`config.mk`:
```
export PLATFORM = sky130hd
export DESIGN_NAME = pts_ram
export DESIGN_NICKNAME = d
export VERILOG_FILES = /design/src/rtl/core/point_table_with_staleness_sweep_defines.svh /design/src/rtl/core/pts_ram.sv
export SDC_FILE = /design/constraint.sdc
export NUM_CORES = 1
export LEC_CHECK = 0
export BUFFER_PORTS_ARGS = -buffer_cell sky130_fd_sc_hd__buf_4
export CAP_MARGIN = 20
export CELL_PAD_IN_SITES_DETAIL_PLACEMENT = 1
export CELL_PAD_IN_SITES_GLOBAL_PLACEMENT = 1
export CORE_MARGIN = 4
export CORE_UTILIZATION = 35
export CTS_CLUSTER_DIAMETER = 30
export DETAILED_ROUTE_END_ITERATION = 10
export HOLD_SLACK_MARGIN = 0.12
export PLACE_DENSITY = 0.66
export SLEW_MARGIN = 20
export SYNTH_ARGS = -nofsm -noshare
export SYNTH_HDL_FRONTEND = slang
export SYNTH_SLANG_ARGS = --single-unit
```
`constraint.sdc`:
```
create_clock -name clk -period 2.4 [get_ports clk]
set_input_delay 0.24 -clock clk [delete_from_list [all_inputs] [get_ports clk]]
set_output_delay 0.24 -clock clk [all_outputs]
set_load 0.1 [all_outputs]
```
`src/rtl/core/point_table_with_staleness_sweep_defines.svh`:
```
// assertion macros for the point table engine rtl
`ifndef POINT_TABLE_WITH_STALENESS_SWEEP_DEFINES_SVH
`define POINT_TABLE_WITH_STALENESS_SWEEP_DEFINES_SVH

`ifndef SYNTHESIS
// same-cycle implication
`define PTS_ASSERT_IMP(lbl, clk, rst, ante, cons) \
  lbl: assert property (@(posedge clk) disable iff (rst) (ante) |-> (cons)) \
    else $error("assertion failed");
// next-cycle implication
`define PTS_ASSERT_NXT(lbl, clk, rst, ante, cons) \
  lbl: assert property (@(posedge clk) disable iff (rst) (ante) |=> (cons)) \
    else $error("assertion failed");
`else
`define PTS_ASSERT_IMP(lbl, clk, rst, ante, cons)
`define PTS_ASSERT_NXT(lbl, clk, rst, ante, cons)
`endif

`endif

```
`src/rtl/core/pts_ram.sv`:
```
`timescale 1ns / 1ps
`default_nettype none

module pts_ram #(
  parameter int WIDTH = 8,
  parameter int DEPTH = 16
) (
  input  wire logic                     clk,
  input  wire logic                     wr_en,
  input  wire logic [$clog2(DEPTH)-1:0] wr_addr,
  input  wire logic [WIDTH-1:0]         wr_data,
  input  wire logic [$clog2(DEPTH)-1:0] rd_addr,
  output logic      [WIDTH-1:0]         rd_data
);

  logic [WIDTH-1:0] mem [DEPTH];

  // single write port
  always_ff @(posedge clk) begin
    if (wr_en) begin
      mem[wr_addr] <= wr_data;
    end
  end

  // registered read port
  always_ff @(posedge clk) begin
    rd_data <= mem[rd_addr];
  end

endmodule

`default_nettype wire

```
# After elaboration in Yosys (flattened, before gate mapping)
# Memory sizes are Yosys's and may differ from the RTL's. A register that Yosys moved wholly into a read port is not among the register bits.
# Cells that the tools add are included.
[word_totals] ff_bits=0 ramBits=128 in_bits=18 out_inout_bits=8 elab_cells=3 memories=1
[memory_table] name="mem" words=16 width=8 read_ports=1 rd_ports_with_merged_regs=1 wr=1 line="pts_ram.sv:16" rtl="logic [WIDTH-1:0] mem [DEPTH];"
[op_classes] n_mux=2
[op_table] operator="$mux 1" count=2

# Depth between registers and ports, before layout
[logic_depth] ltp_word=2 ltp_mapped=5 depth_no_buf=3

# Worst setup path after synthesis
# Ideal clock, no wire load.
[synth_timing] kind="input -> register" from="input wr_addr[2]" to="memory mem[0][0], enable pin" setup_time_ps=383 t_arrival_ps=1350 required_ps=2017 setup_slack_ps=667 cell_stages=2 path_buffers=0 cell_sequence="or3b_2 nor3_1"
[synth_rtl] item="start, declared" line="pts_ram.sv:10" rtl="input wire logic [$clog2(DEPTH)-1:0] wr_addr,"
[synth_rtl] item="end, declared" line="pts_ram.sv:16"
# Straight into the memory's write port.

==> run_summary.xml <==
<?xml version="1.0" encoding="UTF-8"?>
<metrics>
  <group name="status">
    <metric name="outcome" unit="">complete, no violations</metric>
  </group>
  <group name="worst_setup_path">
    <metric name="r2r-end" unit="">rd_data[6]$_DFF_P_</metric>
    <metric name="crit_path_slowest_cell" unit="">mux4_2</metric>
    <metric name="ff2ff_setup_slack" unit="ps">970</metric>
    <metric name="crit_chain" unit="">mux4_2 -&gt; a22oi_1 -&gt; nand2_1</metric>
    <metric name="worst_r2r_startpoint" unit="">mem[9][6]$_DFFE_PP_</metric>
    <metric name="slowest_delay" unit="ps">470</metric>
    <metric name="cp_data_required_time" unit="ps">2660</metric>
    <metric name="timing.critical_path.to_type" unit="">register</metric>
    <metric name="data_arrival_time_at_the_worst_slack_endpoint" unit="ps">1680</metric>
    <metric name="critPathMaxFanout" unit="">1</metric>
    <metric name="worstSetupPathType" unit="">register to register</metric>
    <metric name="worst-r2r-cell-count" unit="">3</metric>
    <metric name="startpoint_type" unit="">register</metric>
  </group>
  <group name="hold_path">
    <metric name="whs_endpoint" unit="">mem[13][5]$_DFFE_PP_</metric>
    <metric name="min_path_cells" unit="">1</metric>
    <metric name="holdCritPathClass" unit="">primary input to register</metric>
    <metric name="worst_hold_startpoint" unit="">wr_data[5]</metric>
  </group>
  <group name="sta">
    <metric name="report.final.setup_viol" unit="">0</metric>
    <metric name="final.hold.worst_slack" unit="ps">140</metric>
    <metric name="period_needed" unit="ps">1430</metric>
    <metric name="final.setup_skew" unit="ps">4.87</metric>
    <metric name="tightest_slew" unit="ps">731</metric>
    <metric name="unrepaired_setup_endpoints_after_global_routing" unit="">no</metric>
    <metric name="period_share" unit="%">59.5</metric>
    <metric name="setup_tns" unit="ps">0</metric>
    <metric name="maxSlewViolCount" unit="">0</metric>
    <metric name="hold_violations" unit="">0</metric>
    <metric name="slew_headroom" unit="%">51.1</metric>
    <metric name="timing.fmax" unit="GHz">0.700</metric>
  </group>
  <group name="clocking">
    <metric name="clk_transition_reported_paths" unit="ps">50</metric>
    <metric name="worst_skew_pair_latency" unit="ps">410</metric>
    <metric name="cts_hold_buf" unit="">0</metric>
    <metric name="sink_count_of_the_clock_tree" unit="">136</metric>
    <metric name="clock_tree.buffer_depth" unit="">2</metric>
    <metric name="cts.repair_timing.setup_buffer_count" unit="">0</metric>
    <metric name="cts_tree" unit="">built</metric>
    <metric name="post_cts.resized_instances" unit="">0</metric>
    <metric name="cts_inserted_buffers" unit="">17</metric>
    <metric name="cts_root_buf" unit="">clkbuf_16</metric>
    <metric name="cts_max_level" unit="">4</metric>
  </group>
  <group name="synthesis">
    <metric name="syn_nets" unit="">247</metric>
    <metric name="yosysSeqAreaShare" unit="%">77.8</metric>
    <metric name="synth_area_leaders" unit="">edfxtp_1 75%, mux4_2 7.9%, mux4_1 7.1%, dfxtp_1 3.1%, a22oi_1 2.3%</metric>
    <metric name="post_synth_num_cell_types" unit="">19</metric>
    <metric name="synth_warnings" unit="">0</metric>
    <metric name="netlist_top_cells_count" unit="">128 x edfxtp_1, 18 x mux4_2, 16 x a22oi_1, 14 x mux4_1, 13 x nor2_1</metric>
    <metric name="yosys_top_cell_by_area" unit="">edfxtp_1</metric>
    <metric name="yosys_most_used_dff" unit="">edfxtp_1</metric>
    <metric name="synth.most_common_cell" unit="">edfxtp_1</metric>
    <metric name="edff_count_synth" unit="">128</metric>
    <metric name="yosysTopAreaCellShare" unit="%">74.7</metric>
    <metric name="synthesis_stage_register_bit_count" unit="">136</metric>
    <metric name="synth.avg_cell_area" unit="um2">22.5</metric>
    <metric name="syn-instance-count" unit="">229</metric>
    <metric name="synth.cell_area" unit="um2">5150</metric>
    <metric name="synthArstFlopShare" unit="%">0</metric>
  </group>
  <group name="placed_design">
    <metric name="gp_congestion" unit="">0.690</metric>
    <metric name="hpwl_detailed" unit="mm">6.76</metric>
    <metric name="dp.cells" unit="">446</metric>
    <metric name="placement.io_buffers" unit="">25</metric>
  </group>
  <group name="die">
    <metric name="row_count" unit="">44</metric>
    <metric name="boundaryPins" unit="">26</metric>
    <metric name="floorplan.die.height" unit="um">129</metric>
    <metric name="die-width" unit="um">129</metric>
    <metric name="dieArea" unit="um2">16700</metric>
    <metric name="core_area" unit="um2">14500</metric>
    <metric name="initial_cell_density_of_the_core" unit="%">35.6</metric>
  </group>
  <group name="power">
    <metric name="p_leak" unit="nW">2.08</metric>
    <metric name="ir_worst_vdd" unit="mV">0.553</metric>
    <metric name="power_density" unit="nW/um2">870</metric>
  </group>
  <group name="routing">
    <metric name="drt-pass1-iter-count" unit="">4</metric>
    <metric name="detail-route-antenna-nets" unit="">0</metric>
    <metric name="wirelength" unit="mm">10.7</metric>
    <metric name="drc" unit="">0</metric>
    <metric name="post_drt_via_cell_ratio" unit="">5.05</metric>
    <metric name="via_count" unit="">2415</metric>
    <metric name="drtIter0Drc" unit="">232</metric>
    <metric name="detail_route.wl_per_cell" unit="um">22.4</metric>
  </group>
  <group name="cells_and_area">
    <metric name="final_nets" unit="">299</metric>
    <metric name="fill_cells" unit="">1375</metric>
    <metric name="layout-drive-gt1-share" unit="%">29.3</metric>
    <metric name="insertedDiodeCount" unit="">0</metric>
    <metric name="post_layout_nonfiller_instances" unit="">478</metric>
    <metric name="syn_to_final_growth" unit="%">19.7</metric>
  </group>
  <group name="grt">
    <metric name="gr-total-overflow" unit="">0</metric>
    <metric name="grt_pass1_wl" unit="mm">16.3</metric>
    <metric name="grt_max_degree" unit="">33</metric>
    <metric name="antenna_found_initial" unit="">0</metric>
    <metric name="grt_pass1_vias" unit="">2606</metric>
    <metric name="globalRouteTotalUtil" unit="%">14.0</metric>
  </group>
  <group name="job">
    <metric name="timing.max_cap.violations" unit="">0</metric>
  </group>
</metrics>
==> metal layers <==
layer / vias to the layer above / track usage [%] / share of wire (%)
met5: - / 0 / 0
met4: 0 / 5.25 / 0.98
met3: 10 / 4.74 / 5.7
met2: 69 / 21.8 / 50
met1: 1258 / 18.4 / 43
li1: 1078 / - / -
==> power by group <==
group | switching, W | total (W) | internal (W)
sequential | 0.0000190 | 0.00268 | 0.00266
combinational | 0.000252 | 0.000373 | 0.000121
clock | 0.000867 | 0.00231 | 0.00144
total | 0.00114 | 0.00536 | 0.00422
==> worst max path at each step <==
stage / to / cells after the start / start
after global routing: rd_data[6]$_DFF_P_ / 3 / mem[9][6]$_DFFE_PP_
after CTS: rd_data[7]$_DFF_P_ / 3 / mem[3][7]$_DFFE_PP_
after global placement: rd_data[1]$_DFF_P_ / 5 / rd_addr[0]
after detailed placement: rd_data[1]$_DFF_P_ / 5 / rd_addr[0]
final: rd_data[6]$_DFF_P_ / 3 / mem[9][6]$_DFFE_PP_
after floorplan: mem[0][0]$_DFFE_PP_ / 2 / wr_addr[2]
==> kinds of logic (layout without fill, tap and decap cells) <==
logic type | count (synthesis) | count (layout) | share of synthesized area, %
AO/OA/AOI/OAI | 16 | 16 | 2.33
buffers and inverters | 10 | 75 | 1.68
flip-flops | 136 | 136 | 77.8
AND/OR/NAND/NOR | 35 | 35 | 3.18
multiplexers | 32 | 32 | 15.0
==> metrics by stage <==
stage	power, W	util (%)	setup WS, ps	cell area [um2]
after global routing	0.00557	42.6	899	6160
after floorplan	0.00297	-	667	5150
final	0.00536	42.6	971	6160
after CTS	0.00542	42.6	954	6160
after detailed placement	0.00310	38.9	571	5630
after global placement	0.00309	38.9	578	5630
==> placed cells by master (no fill, tap or decap), types with 2 or more instances in the layout <==
cell,instances
nand3b_1,2
a22oi_1,16
nand2_1,9
nand2b_1,2
clkinv_2,2
nor3_1,4
mux4_1,14
nor2_1,13
mux4_2,18
clkinv_1,3
dfxtp_1,8
clkbuf_1,5
edfxtp_1,128
clkbuf_8,5
clkbuf_16,17
buf_4,42
==> final cells by class <==
class                   count  area [um2]  area share [%]
multi-input cells          83        1060            17.2
well taps                 184         230            3.74
clock buffers              27         513            8.33
repair buffers             43         335            5.44
clock inverters             5        21.3           0.345
flip-flops and latches    136        4000            65.0
==> registers in the layout, indices dropped and copies added (netlist names) <==
signal,count
rd_data,8
mem,128
==> worst max-delay path, delay by kind of cell, from the launching register on <==
kind | cells | cell delay (ps)
multiplexers | 1 | 470
AND/OR/NAND/NOR | 1 | 170
AO/OA/AOI/OAI | 1 | 250
flip-flops | 1 | 380
Power figures use the tool's default switching activity.
