File: src/rtl/core/point_table_with_staleness_sweep_defines.svh
// assertion macros for the point table engine rtl
`ifndef POINT_TABLE_WITH_STALENESS_SWEEP_DEFINES_SVH
`define POINT_TABLE_WITH_STALENESS_SWEEP_DEFINES_SVH

`ifndef SYNTHESIS
// same-cycle implication
`define PTS_ASSERT_IMP(lbl, clk, rst, ante, cons) \
  lbl: assert property (@(posedge clk) disable iff (rst) (ante) |-> (cons)) \
    else $error("assertion failed");
// next-cycle implication
`define PTS_ASSERT_NXT(lbl, clk, rst, ante, cons) \
  lbl: assert property (@(posedge clk) disable iff (rst) (ante) |=> (cons)) \
    else $error("assertion failed");
`else
`define PTS_ASSERT_IMP(lbl, clk, rst, ante, cons)
`define PTS_ASSERT_NXT(lbl, clk, rst, ante, cons)
`endif

`endif

File: src/rtl/core/pts_pkg.sv
`timescale 1ns / 1ps
`default_nettype none

package pts_pkg;

  // table geometry
  localparam int POINTS = 1024;
  localparam int PTR_W  = $clog2(POINTS);
  localparam int CNT_W  = PTR_W + 1;

  // fixed field widths
  localparam int IDX_W     = 10;
  localparam int PIU_W     = 11;
  localparam int FOUND_W   = 11;
  localparam int WORD_W    = 64;
  localparam int WCNT_W    = 32;
  localparam int CFG_IDX_W = 1;

  localparam logic [PIU_W-1:0] PIU_RESET = 11'd1024;
  localparam logic [1:0]       VT_UNKNOWN = 2'd3;

  typedef enum logic [CFG_IDX_W-1:0] {
    REG_POINTS_IN_USE,
    REG_TIMEOUT_LIMIT
  } cfg_reg_t;

  typedef enum logic [1:0] {
    REQ_WRITE,
    REQ_READ,
    REQ_SWEEP,
    REQ_ACCESS
  } req_t;

  typedef enum logic [1:0] {
    STS_OK,
    STS_BAD_INDEX,
    STS_READ_ONLY
  } status_t;

  typedef enum logic [1:0] {
    Q_INITIAL,
    Q_GOOD,
    Q_TIMEOUT
  } quality_t;

  typedef enum logic [2:0] {
    ST_CLEAR,
    ST_IDLE,
    ST_ACCESS,
    ST_SWEEP,
    ST_SWEEP_END
  } state_t;

  // per-point entry of the cleared memory
  typedef struct packed {
    logic [1:0]        vtype;
    logic [WORD_W-1:0] stamp;
    quality_t          quality;
    logic              ro;
  } meta_t;

  localparam int META_W = $bits(meta_t);

  typedef struct packed {
    logic             wr_en;
    logic [PTR_W-1:0] wr_addr;
    meta_t            wr_data;
    logic [PTR_W-1:0] rd_addr;
  } meta_cmd_t;

  typedef struct packed {
    logic              wr_en;
    logic [PTR_W-1:0]  wr_addr;
    logic [WORD_W-1:0] wr_data;
    logic [PTR_W-1:0]  rd_addr;
  } value_cmd_t;

  typedef struct packed {
    status_t             status;
    logic [1:0]          rtype;
    logic [WORD_W-1:0]   rvalue;
    logic [WORD_W-1:0]   rtime;
    quality_t            rquality;
    logic                ro;
    logic [FOUND_W-1:0]  found;
    logic [WCNT_W-1:0]   writes;
  } result_t;

endpackage

`default_nettype wire

File: src/rtl/core/pts_engine.sv
`timescale 1ns / 1ps
`default_nettype none

`include "point_table_with_staleness_sweep_defines.svh"

module pts_engine (
  input  wire logic                          clk,
  input  wire logic                          rst,
  // request channel
  input  wire logic                          in_valid,
  output logic                               in_stall,
  input  wire logic [1:0]                    req_type,
  input  wire logic [pts_pkg::IDX_W-1:0]     point_index,
  input  wire logic [1:0]                    value_type,
  input  wire logic [pts_pkg::WORD_W-1:0]    value_word,
  input  wire logic                          access_read_only,
  input  wire logic [pts_pkg::WORD_W-1:0]    current_time,
  // configuration
  input  wire logic [pts_pkg::PIU_W-1:0]     points_in_use,
  input  wire logic [pts_pkg::WORD_W-1:0]    timeout_limit,
  // memories
  output pts_pkg::meta_cmd_t                 meta_cmd,
  input  wire pts_pkg::meta_t                meta_rdata,
  output pts_pkg::value_cmd_t                value_cmd,
  input  wire logic [pts_pkg::WORD_W-1:0]    value_rdata,
  // result channel
  output logic                               out_valid,
  input  wire logic                          out_stall,
  output pts_pkg::result_t                   res
);

  pts_pkg::state_t                 state, state_next;
  pts_pkg::req_t                   req, req_next;
  logic [pts_pkg::IDX_W-1:0]       req_idx, req_idx_next;
  logic [1:0]                      req_vtype, req_vtype_next;
  logic [pts_pkg::WORD_W-1:0]      req_word, req_word_next;
  logic                            req_ro, req_ro_next;
  logic [pts_pkg::WORD_W-1:0]      req_now, req_now_next;
  logic [pts_pkg::CNT_W-1:0]       clear_addr, clear_addr_next;
  logic [pts_pkg::CNT_W-1:0]       sweep_rd, sweep_rd_next;
  logic                            eval_vld, eval_vld_next;
  logic [pts_pkg::PTR_W-1:0]       eval_addr, eval_addr_next;
  logic [pts_pkg::CNT_W-1:0]       found, found_next;
  logic [pts_pkg::WCNT_W-1:0]      write_count, write_count_next;
  logic                            load_res;
  pts_pkg::result_t                res_new;
  logic                            out_free;
  logic [pts_pkg::CNT_W-1:0]       lim;
  logic                            idx_ok;
  logic [pts_pkg::PTR_W-1:0]       req_ptr;
  logic                            stale;
  logic [pts_pkg::WORD_W-1:0]      age;

  // effective number of points in use
  always_comb begin
    if (32'(points_in_use) > 32'(pts_pkg::POINTS)) begin
      lim = pts_pkg::CNT_W'(pts_pkg::POINTS);
    end else begin
      lim = pts_pkg::CNT_W'(points_in_use);
    end
  end

  assign idx_ok   = 32'(req_idx) < 32'(lim);
  assign req_ptr  = pts_pkg::PTR_W'(req_idx);
  assign out_free = !out_valid || !out_stall;
  assign in_stall = (state != pts_pkg::ST_IDLE);

  // staleness test on the entry read for the sweep
  assign age   = req_now - meta_rdata.stamp;
  assign stale = (meta_rdata.stamp != '0) && (meta_rdata.quality != pts_pkg::Q_TIMEOUT) &&
                 (meta_rdata.stamp < req_now) && (age > timeout_limit);

  // next state, memory commands and result
  always_comb begin
    state_next       = state;
    req_next         = req;
    req_idx_next     = req_idx;
    req_vtype_next   = req_vtype;
    req_word_next    = req_word;
    req_ro_next      = req_ro;
    req_now_next     = req_now;
    clear_addr_next  = clear_addr;
    sweep_rd_next    = sweep_rd;
    eval_vld_next    = eval_vld;
    eval_addr_next   = eval_addr;
    found_next       = found;
    write_count_next = write_count;
    load_res         = 1'b0;

    meta_cmd.wr_en    = 1'b0;
    meta_cmd.wr_addr  = req_ptr;
    meta_cmd.wr_data  = meta_rdata;
    meta_cmd.rd_addr  = req_ptr;
    value_cmd.wr_en   = 1'b0;
    value_cmd.wr_addr = req_ptr;
    value_cmd.wr_data = req_word;
    value_cmd.rd_addr = req_ptr;

    res_new        = '0;
    res_new.status = pts_pkg::STS_OK;
    res_new.writes = write_count;

    unique case (state)
      pts_pkg::ST_CLEAR: begin
        meta_cmd.wr_en   = 1'b1;
        meta_cmd.wr_addr = clear_addr[pts_pkg::PTR_W-1:0];
        meta_cmd.wr_data = '0;
        clear_addr_next  = clear_addr + 1'b1;
        if (clear_addr == pts_pkg::CNT_W'(pts_pkg::POINTS - 1)) begin
          state_next = pts_pkg::ST_IDLE;
        end
      end
      pts_pkg::ST_IDLE: begin
        meta_cmd.rd_addr  = pts_pkg::PTR_W'(point_index);
        value_cmd.rd_addr = pts_pkg::PTR_W'(point_index);
        if (in_valid) begin
          req_next       = pts_pkg::req_t'(req_type);
          req_idx_next   = point_index;
          req_vtype_next = value_type;
          req_word_next  = value_word;
          req_ro_next    = access_read_only;
          req_now_next   = current_time;
          state_next     = pts_pkg::ST_ACCESS;
        end
      end
      pts_pkg::ST_ACCESS: begin
        if (out_free) begin
          load_res   = 1'b1;
          state_next = pts_pkg::ST_IDLE;
          case (req)
            pts_pkg::REQ_WRITE: begin
              if (!idx_ok) begin
                res_new.status = pts_pkg::STS_BAD_INDEX;
              end else if (meta_rdata.ro) begin
                res_new.status = pts_pkg::STS_READ_ONLY;
              end else begin
                meta_cmd.wr_en           = 1'b1;
                meta_cmd.wr_data.vtype   = req_vtype;
                meta_cmd.wr_data.stamp   = req_now;
                meta_cmd.wr_data.quality = pts_pkg::Q_GOOD;
                meta_cmd.wr_data.ro      = 1'b0;
                value_cmd.wr_en          = (req_vtype != pts_pkg::VT_UNKNOWN);
                write_count_next         = write_count + 1'b1;
                res_new.writes           = write_count + 1'b1;
              end
            end
            pts_pkg::REQ_READ: begin
              if (!idx_ok) begin
                res_new.status = pts_pkg::STS_BAD_INDEX;
              end else begin
                res_new.rtype    = meta_rdata.vtype;
                res_new.rvalue   = value_rdata;
                res_new.rtime    = meta_rdata.stamp;
                res_new.rquality = meta_rdata.quality;
                res_new.ro       = meta_rdata.ro;
              end
            end
            pts_pkg::REQ_ACCESS: begin
              if (!idx_ok) begin
                res_new.status = pts_pkg::STS_BAD_INDEX;
              end else begin
                meta_cmd.wr_en      = 1'b1;
                meta_cmd.wr_data.ro = req_ro;
              end
            end
            pts_pkg::REQ_SWEEP: begin
              // a zero limit or zero time answers at once
              if ((timeout_limit != '0) && (req_now != '0)) begin
                load_res      = 1'b0;
                state_next    = pts_pkg::ST_SWEEP;
                sweep_rd_next = '0;
                eval_vld_next = 1'b0;
                found_next    = '0;
              end
            end
            default: begin
            end
          endcase
        end
      end
      pts_pkg::ST_SWEEP: begin
        // read entry k while entry k-1 is tested and written back
        meta_cmd.rd_addr = sweep_rd[pts_pkg::PTR_W-1:0];
        if (eval_vld && stale) begin
          meta_cmd.wr_en           = 1'b1;
          meta_cmd.wr_addr         = eval_addr;
          meta_cmd.wr_data.quality = pts_pkg::Q_TIMEOUT;
          found_next               = found + 1'b1;
        end
        if (sweep_rd < lim) begin
          eval_vld_next  = 1'b1;
          eval_addr_next = sweep_rd[pts_pkg::PTR_W-1:0];
          sweep_rd_next  = sweep_rd + 1'b1;
        end else begin
          eval_vld_next = 1'b0;
          if (!eval_vld) begin
            state_next = pts_pkg::ST_SWEEP_END;
          end
        end
      end
      pts_pkg::ST_SWEEP_END: begin
        if (out_free) begin
          load_res      = 1'b1;
          res_new.found = pts_pkg::FOUND_W'(found);
          state_next    = pts_pkg::ST_IDLE;
        end
      end
      default: begin
        state_next = pts_pkg::ST_IDLE;
      end
    endcase
  end

  // control registers
  always_ff @(posedge clk) begin
    if (rst) begin
      state       <= pts_pkg::ST_CLEAR;
      clear_addr  <= '0;
      sweep_rd    <= '0;
      eval_vld    <= 1'b0;
      found       <= '0;
      write_count <= '0;
      out_valid   <= 1'b0;
    end else begin
      state       <= state_next;
      clear_addr  <= clear_addr_next;
      sweep_rd    <= sweep_rd_next;
      eval_vld    <= eval_vld_next;
      found       <= found_next;
      write_count <= write_count_next;
      if (load_res) begin
        out_valid <= 1'b1;
      end else if (!out_stall) begin
        out_valid <= 1'b0;
      end
    end
  end

  // request and result payload
  always_ff @(posedge clk) begin
    req       <= req_next;
    req_idx   <= req_idx_next;
    req_vtype <= req_vtype_next;
    req_word  <= req_word_next;
    req_ro    <= req_ro_next;
    req_now   <= req_now_next;
    eval_addr <= eval_addr_next;
    if (load_res) begin
      res <= res_new;
    end
  end

  // accepted request always goes to the table access step
  `PTS_ASSERT_NXT(a_accept_access, clk, rst, (in_valid && !in_stall), (state == pts_pkg::ST_ACCESS))

  // sweep never counts more points than it has read
  `PTS_ASSERT_IMP(a_found_bound, clk, rst, (state == pts_pkg::ST_SWEEP), (found <= sweep_rd))

  // write-back and read of the sweep never hit the same entry
  `PTS_ASSERT_IMP(a_sweep_no_overlap, clk, rst, (state == pts_pkg::ST_SWEEP && eval_vld && sweep_rd < lim), (eval_addr != sweep_rd[pts_pkg::PTR_W-1:0]))

  // write counter only moves on a write request
  `PTS_ASSERT_IMP(a_count_on_write, clk, rst, (!$past(rst) && write_count != $past(write_count)), ($past(state) == pts_pkg::ST_ACCESS && $past(req) == pts_pkg::REQ_WRITE))

endmodule

`default_nettype wire

File: config.mk
export PLATFORM = sky130hd
export DESIGN_NAME = pts_engine
export DESIGN_NICKNAME = d
export VERILOG_FILES = /design/src/rtl/core/pts_pkg.sv /design/src/rtl/core/pts_engine.sv
export VERILOG_INCLUDE_DIRS = /design/src /design/src/rtl/core
export SDC_FILE = /design/constraint.sdc
export NUM_CORES = 1
export LEC_CHECK = 0
export BUFFER_PORTS_ARGS = -buffer_cell sky130_fd_sc_hd__buf_4
export CELL_PAD_IN_SITES_DETAIL_PLACEMENT = 0
export CELL_PAD_IN_SITES_GLOBAL_PLACEMENT = 2
export CORE_MARGIN = 4
export CORE_UTILIZATION = 29
export CTS_BUF_LIST = sky130_fd_sc_hd__clkbuf_8
export CTS_CLUSTER_SIZE = 24
export DETAILED_ROUTE_END_ITERATION = 8
export PLACE_DENSITY = 0.85
export SYNTH_ARGS = -nofsm -noshare
export SYNTH_HDL_FRONTEND = slang
export SYNTH_SLANG_ARGS = --single-unit
export TNS_END_PERCENT = 20
File: constraint.sdc
create_clock -name clk -period 13.6 [get_ports clk]
set_clock_uncertainty 0.15 [all_clocks]
set_input_delay 4.08 -clock clk [delete_from_list [all_inputs] [get_ports clk]]
set_output_delay 4.08 -clock clk [all_outputs]
set_load 0.1 [all_outputs]
# [Word-level counts from Yosys, hierarchy flattened]
# Cells that the tools add are included.
[totals] reg_bits=401 in_bits=355 output_inout_bits=355 word_cells=141
[classes] reduce_logical=24 addsub=5 order_cmp=5 n_mux=63 n_eq_ne=22
[op_table] operator="$mux 69" count=3
[op_table] operator="$reduce_bool 64->1" count=3
[op_table] operator="$mux 32" count=5
[op_table] operator="$pmux 66 s2" count=1
[op_table] operator="$mux 11" count=7
[op_table] operator="$mux 68" count=1
[op_table] operator="$gt 64x64->1" count=1
[op_table] operator="$lt 64x64->1" count=1
[op_table] operator="$sub 64x64->64" count=1
[op_table] operator="$pmux 11 s2" count=2
[op_table] operator="$pmux 10 s2" count=2
[op_table] operator="$add 11x1->11 const B" count=3
[op_table] operator="$add 32x1->32 const B" count=1
[op_table] operator="$ne 2x2->1 const B" count=11
[op_table] operator="$mux 1" count=21
[op_table] operator="$mux 3" count=6
[op_table] operator="$pmux 3 s5" count=1
[op_table] operator="$eq 11x10->1 const B" count=1
[op_table] operator="$gt 11x11->1 const B" count=1
[op_table] operator="$lt 10x11->1" count=1
[op_table] operator="$lt 11x11->1" count=1
[op_table] operator="$mux 10" count=1
[op_table] operator="$mux 2" count=5
[op_table] operator="$pmux 1 s2" count=5
[op_table] operator="other kinds (21)" count=34

# [Logic depth before layout (Yosys ltp)]
[depth] ltp_word=7 ltp_mapped=24 depth_no_buf=23

# [Least setup slack after synthesis]
# No wires, ideal clock.
[synth_timing] path_kind="input-to-reg" from="input port timeout_limit[4] (netlist bit)" to="register res[0] (netlist bit) (enable)" t_required_ns=12.695 path_buffers=0 cell_stages=5 path_slack_ns=-0.425 arrival_ns=13.120 setup_ns=0.755 path_cell_list="nor4_1 nand4_1 o41ai_1 nor2_1 o21bai_1"
[synth_via] elab_chain_cells=6
[synth_lines] element="start, declared" line_no="pts_engine.sv:20" rtl="input wire logic [pts_pkg::WORD_W-1:0] timeout_limit,"
[synth_lines] element="$reduce_bool 64->1" line_no="pts_engine.sv:168" rtl="if ((timeout_limit != '0) && (req_now != '0)) begin"
[synth_lines] element="$logic_and 1x1->1" line_no="pts_engine.sv:168"
[synth_lines] element="$mux 1" line_no="pts_engine.sv:168"
[synth_lines] element="$mux 1" line_no="pts_engine.sv:130" rtl="case (req)"
[synth_lines] element="$mux 1" line_no="pts_engine.sv:127" rtl="if (out_free) begin"
[synth_lines] element="$pmux 1 s2" line_no="pts_engine.sv:103" rtl="unique case (state)"
[synth_lines] element="named net load_res" line_no="pts_engine.sv:45" rtl="logic load_res;"
[synth_lines] element="end signal, assigned" line_no="pts_engine.sv:249" rtl="res <= res_new;"
[synth_lines] element="end, declared" line_no="pts_engine.sv:29" rtl="output pts_pkg::result_t res"
# The timed path passes the listed nets, and every way through them passes these cells.
# A chain may end at the register's enable or synchronous reset.

==> metrics <==
I/O pin cnt between 700 and 800; Hold Vio Cnt, Final 0; Vias 21,200; grt ovf 0; Slew headroom 0.135; post-synthesis register bit count between 400 and 500; Slew Viols, Final 0; Synth Area per Inst ~10 sq um; CTS tree built; Switch Pwr about 2.1 mW; Clock Path Buffers 3; Pre-antenna DRT Iters 5; Site Rows 102; root buffer cell clkbuf_8; P_leak 13.6 nW; GRT Total Usage 0.242; Initial Utilization 0.292; DRT iter0 DRCs 1,472; period utilisation layout 0.991; Synth Instances 2,173; final worst slack 127 ps; Core Box Area 77,500 sq um; sequential area share after synthesis 0.501; yosys synthesis warning count 0; dpl ws -252 ps; Multi-input gate area 10,600 sq um; Chip Width 287 microns; pin slew with the least headroom to its limit 1300 ps; peak supply drop slightly above 0.1 mV; CP max FO 6; Post-Syn Area between 20,000 and 25,000 sq um; vias in the first global route approximately 21,000; first-pass GRT wire length 147,000 microns; initial antenna violation count 3; clock sink total 401; drt via density 5.17; sequential share of power 0.320; Unique masters post-synth just over 80; WP data arrival 9240 ps; final WL ~110,000 microns; CTS H-tree lvls 3; WS Path Type input pin to output port; nets approximately 3,500; worst hold path class flop to flop; total of max-cap violations 0; Critical Path RT roughly 9400 ps; P_int ~2.5 mW; Tmin final around 13,000 ps; die footprint between 80,000 and 90,000 sq um; final non-filler cell total slightly above 4,000; P&R area growth vs syn 40.1%; fmax about 0.074 GHz; CTS Buf Count 75; Final setup violation count 0; die height about 290 microns; I/O Buffers slightly above 700; fill count 7,574; largest net degree at the start of global routing between 150 and 200; Post-synth ARST share 0; DRT antenna net count 0; Synth Flop Type edfxtp_1; pwr/cell area roughly 150 nW/um^2; Inst Count DP roughly 4,000; FF+latch area between 10,000 and 15,000 sq um; combinational share of power 0.436; RSZ-0062 raised after global routing true; status finished, final reports clean; clock transition at the registers of the reported paths around 50 ps; number of synthesized flops with an enable pin about 330; Mapped Nets about 2,700; Switching Share 0.461; Startpoint Class input pin; Routed WL per cell 25.8 microns; Clock Power Share 0.243; Worst Setup End Kind output port; hold_ws approximately 350 ps; Worst-Skew Late Latency approximately 670 ps; # DRC 0; HPWL Detailed ~86,000 microns; share of cells above drive strength 1 0.335; placer congestion estimate between 0.9 and 1
-- power by group through the flow --
stage | Clock, mW | Sequential, mW | Combinational (mW)
after CTS | 1.17 | 1.48 | 1.98
final | 1.13 | 1.48 | 2.02
after global placement | 0 | 1.50 | 1.96
after detailed placement | 0 | 1.51 | 1.97
after global routing | 1.22 | 1.49 | 2.10
after floorplan | 0 | 1.87 | 1.03
-- cell type report --
cell class | instances | area share
Sequential cell | 401 | 0.358
Multi-Input combinational cell | 1512 | 0.335
Tap cell | 1040 | 0.0410
Inverter | 165 | 0.0198
Antenna cell | 3 | 0.000237
Timing Repair Buffer | 839 | 0.202
Clock buffer | 80 | 0.0347
Clock inverter | 57 | 0.00978
-- synthesized netlist by cell type, types with 15 or more instances --
master,instances,share of area
and2_1,93,0.026
nor4_1,58,0.016
nor3_1,97,0.021
inv_1,164,0.027
and3_1,20,0.0055
nand3_1,56,0.012
buf_2,23,0.0051
nor2b_1,41,0.011
a21o_1,78,0.026
edfxtp_1,331,0.44
o21ai_0,67,0.015
o31ai_1,74,0.025
nor2_1,80,0.013
xor2_1,33,0.013
xnor2_1,58,0.022
a211oi_1,15,0.0050
nand4_1,61,0.017
a21oi_1,120,0.027
o21bai_1,21,0.0070
or3_1,17,0.0047
dfxtp_1,70,0.062
clkbuf_1,65,0.011
ha_1,155,0.086
nand2_1,181,0.030
-- cell usage in the layout, fill, tap and decap left out, types with 13 or more instances in the layout --
cell type | Yosys | routed
edfxtp_1 | 331 | 331
o21bai_1 | 21 | 19
nand2_1 | 181 | 178
nor3_1 | 97 | 93
nor2b_1 | 41 | 39
xor2_1 | 33 | 33
clkbuf_8 | 0 | 80
nand3_1 | 56 | 55
buf_4 | 0 | 821
a21oi_1 | 120 | 116
mux2i_1 | 13 | 13
and3_1 | 20 | 19
or3_1 | 17 | 16
inv_1 | 164 | 195
o21ai_0 | 67 | 63
and2_1 | 93 | 93
dfxtp_1 | 70 | 70
nand4_1 | 61 | 61
nor2_1 | 80 | 77
xnor2_1 | 58 | 58
o31ai_1 | 74 | 73
nor4_1 | 58 | 54
a21o_1 | 78 | 78
o211ai_1 | 13 | 13
ha_1 | 155 | 150
-- what timing repair did --
| action | CTS | global route |
|---|---|---|
| pin swaps | 2 | 28 |
| endpoints found under the setup margin | 13 | 13 |
| gates resized for setup | 12 | 79 |
| hold buffers | 0 | 0 |
| cloned | 0 | 1 |
| buffers inserted | 1 | 5 |
-- registers in the layout, summed over array words and instances (netlist names), 3 cells and up --
register,flops
clear_addr,11
write_count,32
req_word,64
req_now,64
state,3
sweep_rd,11
found,11
req_idx,10
res,178
eval_addr,10
-- worst max-delay path: stages --
cell	delay [ps]
buf_8	80
clkinvlp_4	140
ha_4	250
nor2b_4	120
o31a_1	320
o31ai_4	350
a21oi_2	120
o31a_1	370
buf_6	150
o2111ai_4	200
buf_6	160
a211oi_4	70
or3_4	380
o311ai_4	90
ha_1	290
nand4_1	170
buf_4	150
buf_4	120
nor3_1	50
nand3_1	90
o21a_1	200
nand2_2	100
nor4_4	260
buf_6	170
nor2_4	40
buf_6	180
a221o_1	350
buf_12	180
-- cell families (layout without fill, tap and decap cells) --
group / count (synthesis) / in the layout / share of synthesized area
flip-flops: 401 / 401 / 0.501
buffers and inverters: 260 / 1141 / 0.0448
AO/OA/AOI/OAI: 481 / 481 / 0.143
XOR/XNOR: 92 / 92 / 0.0359
adder cells (fa/ha/maj): 156 / 156 / 0.0865
multiplexers: 24 / 24 / 0.0112
AND/OR/NAND/NOR: 759 / 759 / 0.177
other: 0 / 3 / 0
-- worst paths after layout --
path	startpoint	endpoint	slack [ps]	depth (start not counted)
max	meta_rdata[4]	meta_cmd[81]	130	28
min	clear_addr[10]$_SDFFE_PP0N_	clear_addr[10]$_SDFFE_PP0N_	350	2
max reg2reg	req_now[0]$_DFFE_PP_	found[6]$_SDFFE_PP0P_	7580	24
min reg2reg	clear_addr[10]$_SDFFE_PP0N_	clear_addr[10]$_SDFFE_PP0N_	350	2
-- per-layer routing --
metal  part of all wire  GRT usage  vias up
li1                   -          -     9730
met3              0.073     0.0497      166
met1               0.40      0.303    10300
met2               0.49      0.414      962
met5            0.00012          0        -
met4              0.034     0.0808        2
-- through the flow --
step / utilization / setup TNS (ps) / cell area (sq um) / power (mW)
after detailed placement: 0.386 / -2360 / 29900 / 3.48
final: 0.409 / 0 / 31700 / 4.62
after CTS: 0.405 / 0 / 31300 / 4.63
after global routing: 0.409 / -309 / 31700 / 4.81
after global placement: 0.386 / -1220 / 29900 / 3.47
after floorplan: - / 0 / 22600 / 2.90
No activity file was read; power rests on OpenSTA's default activity.
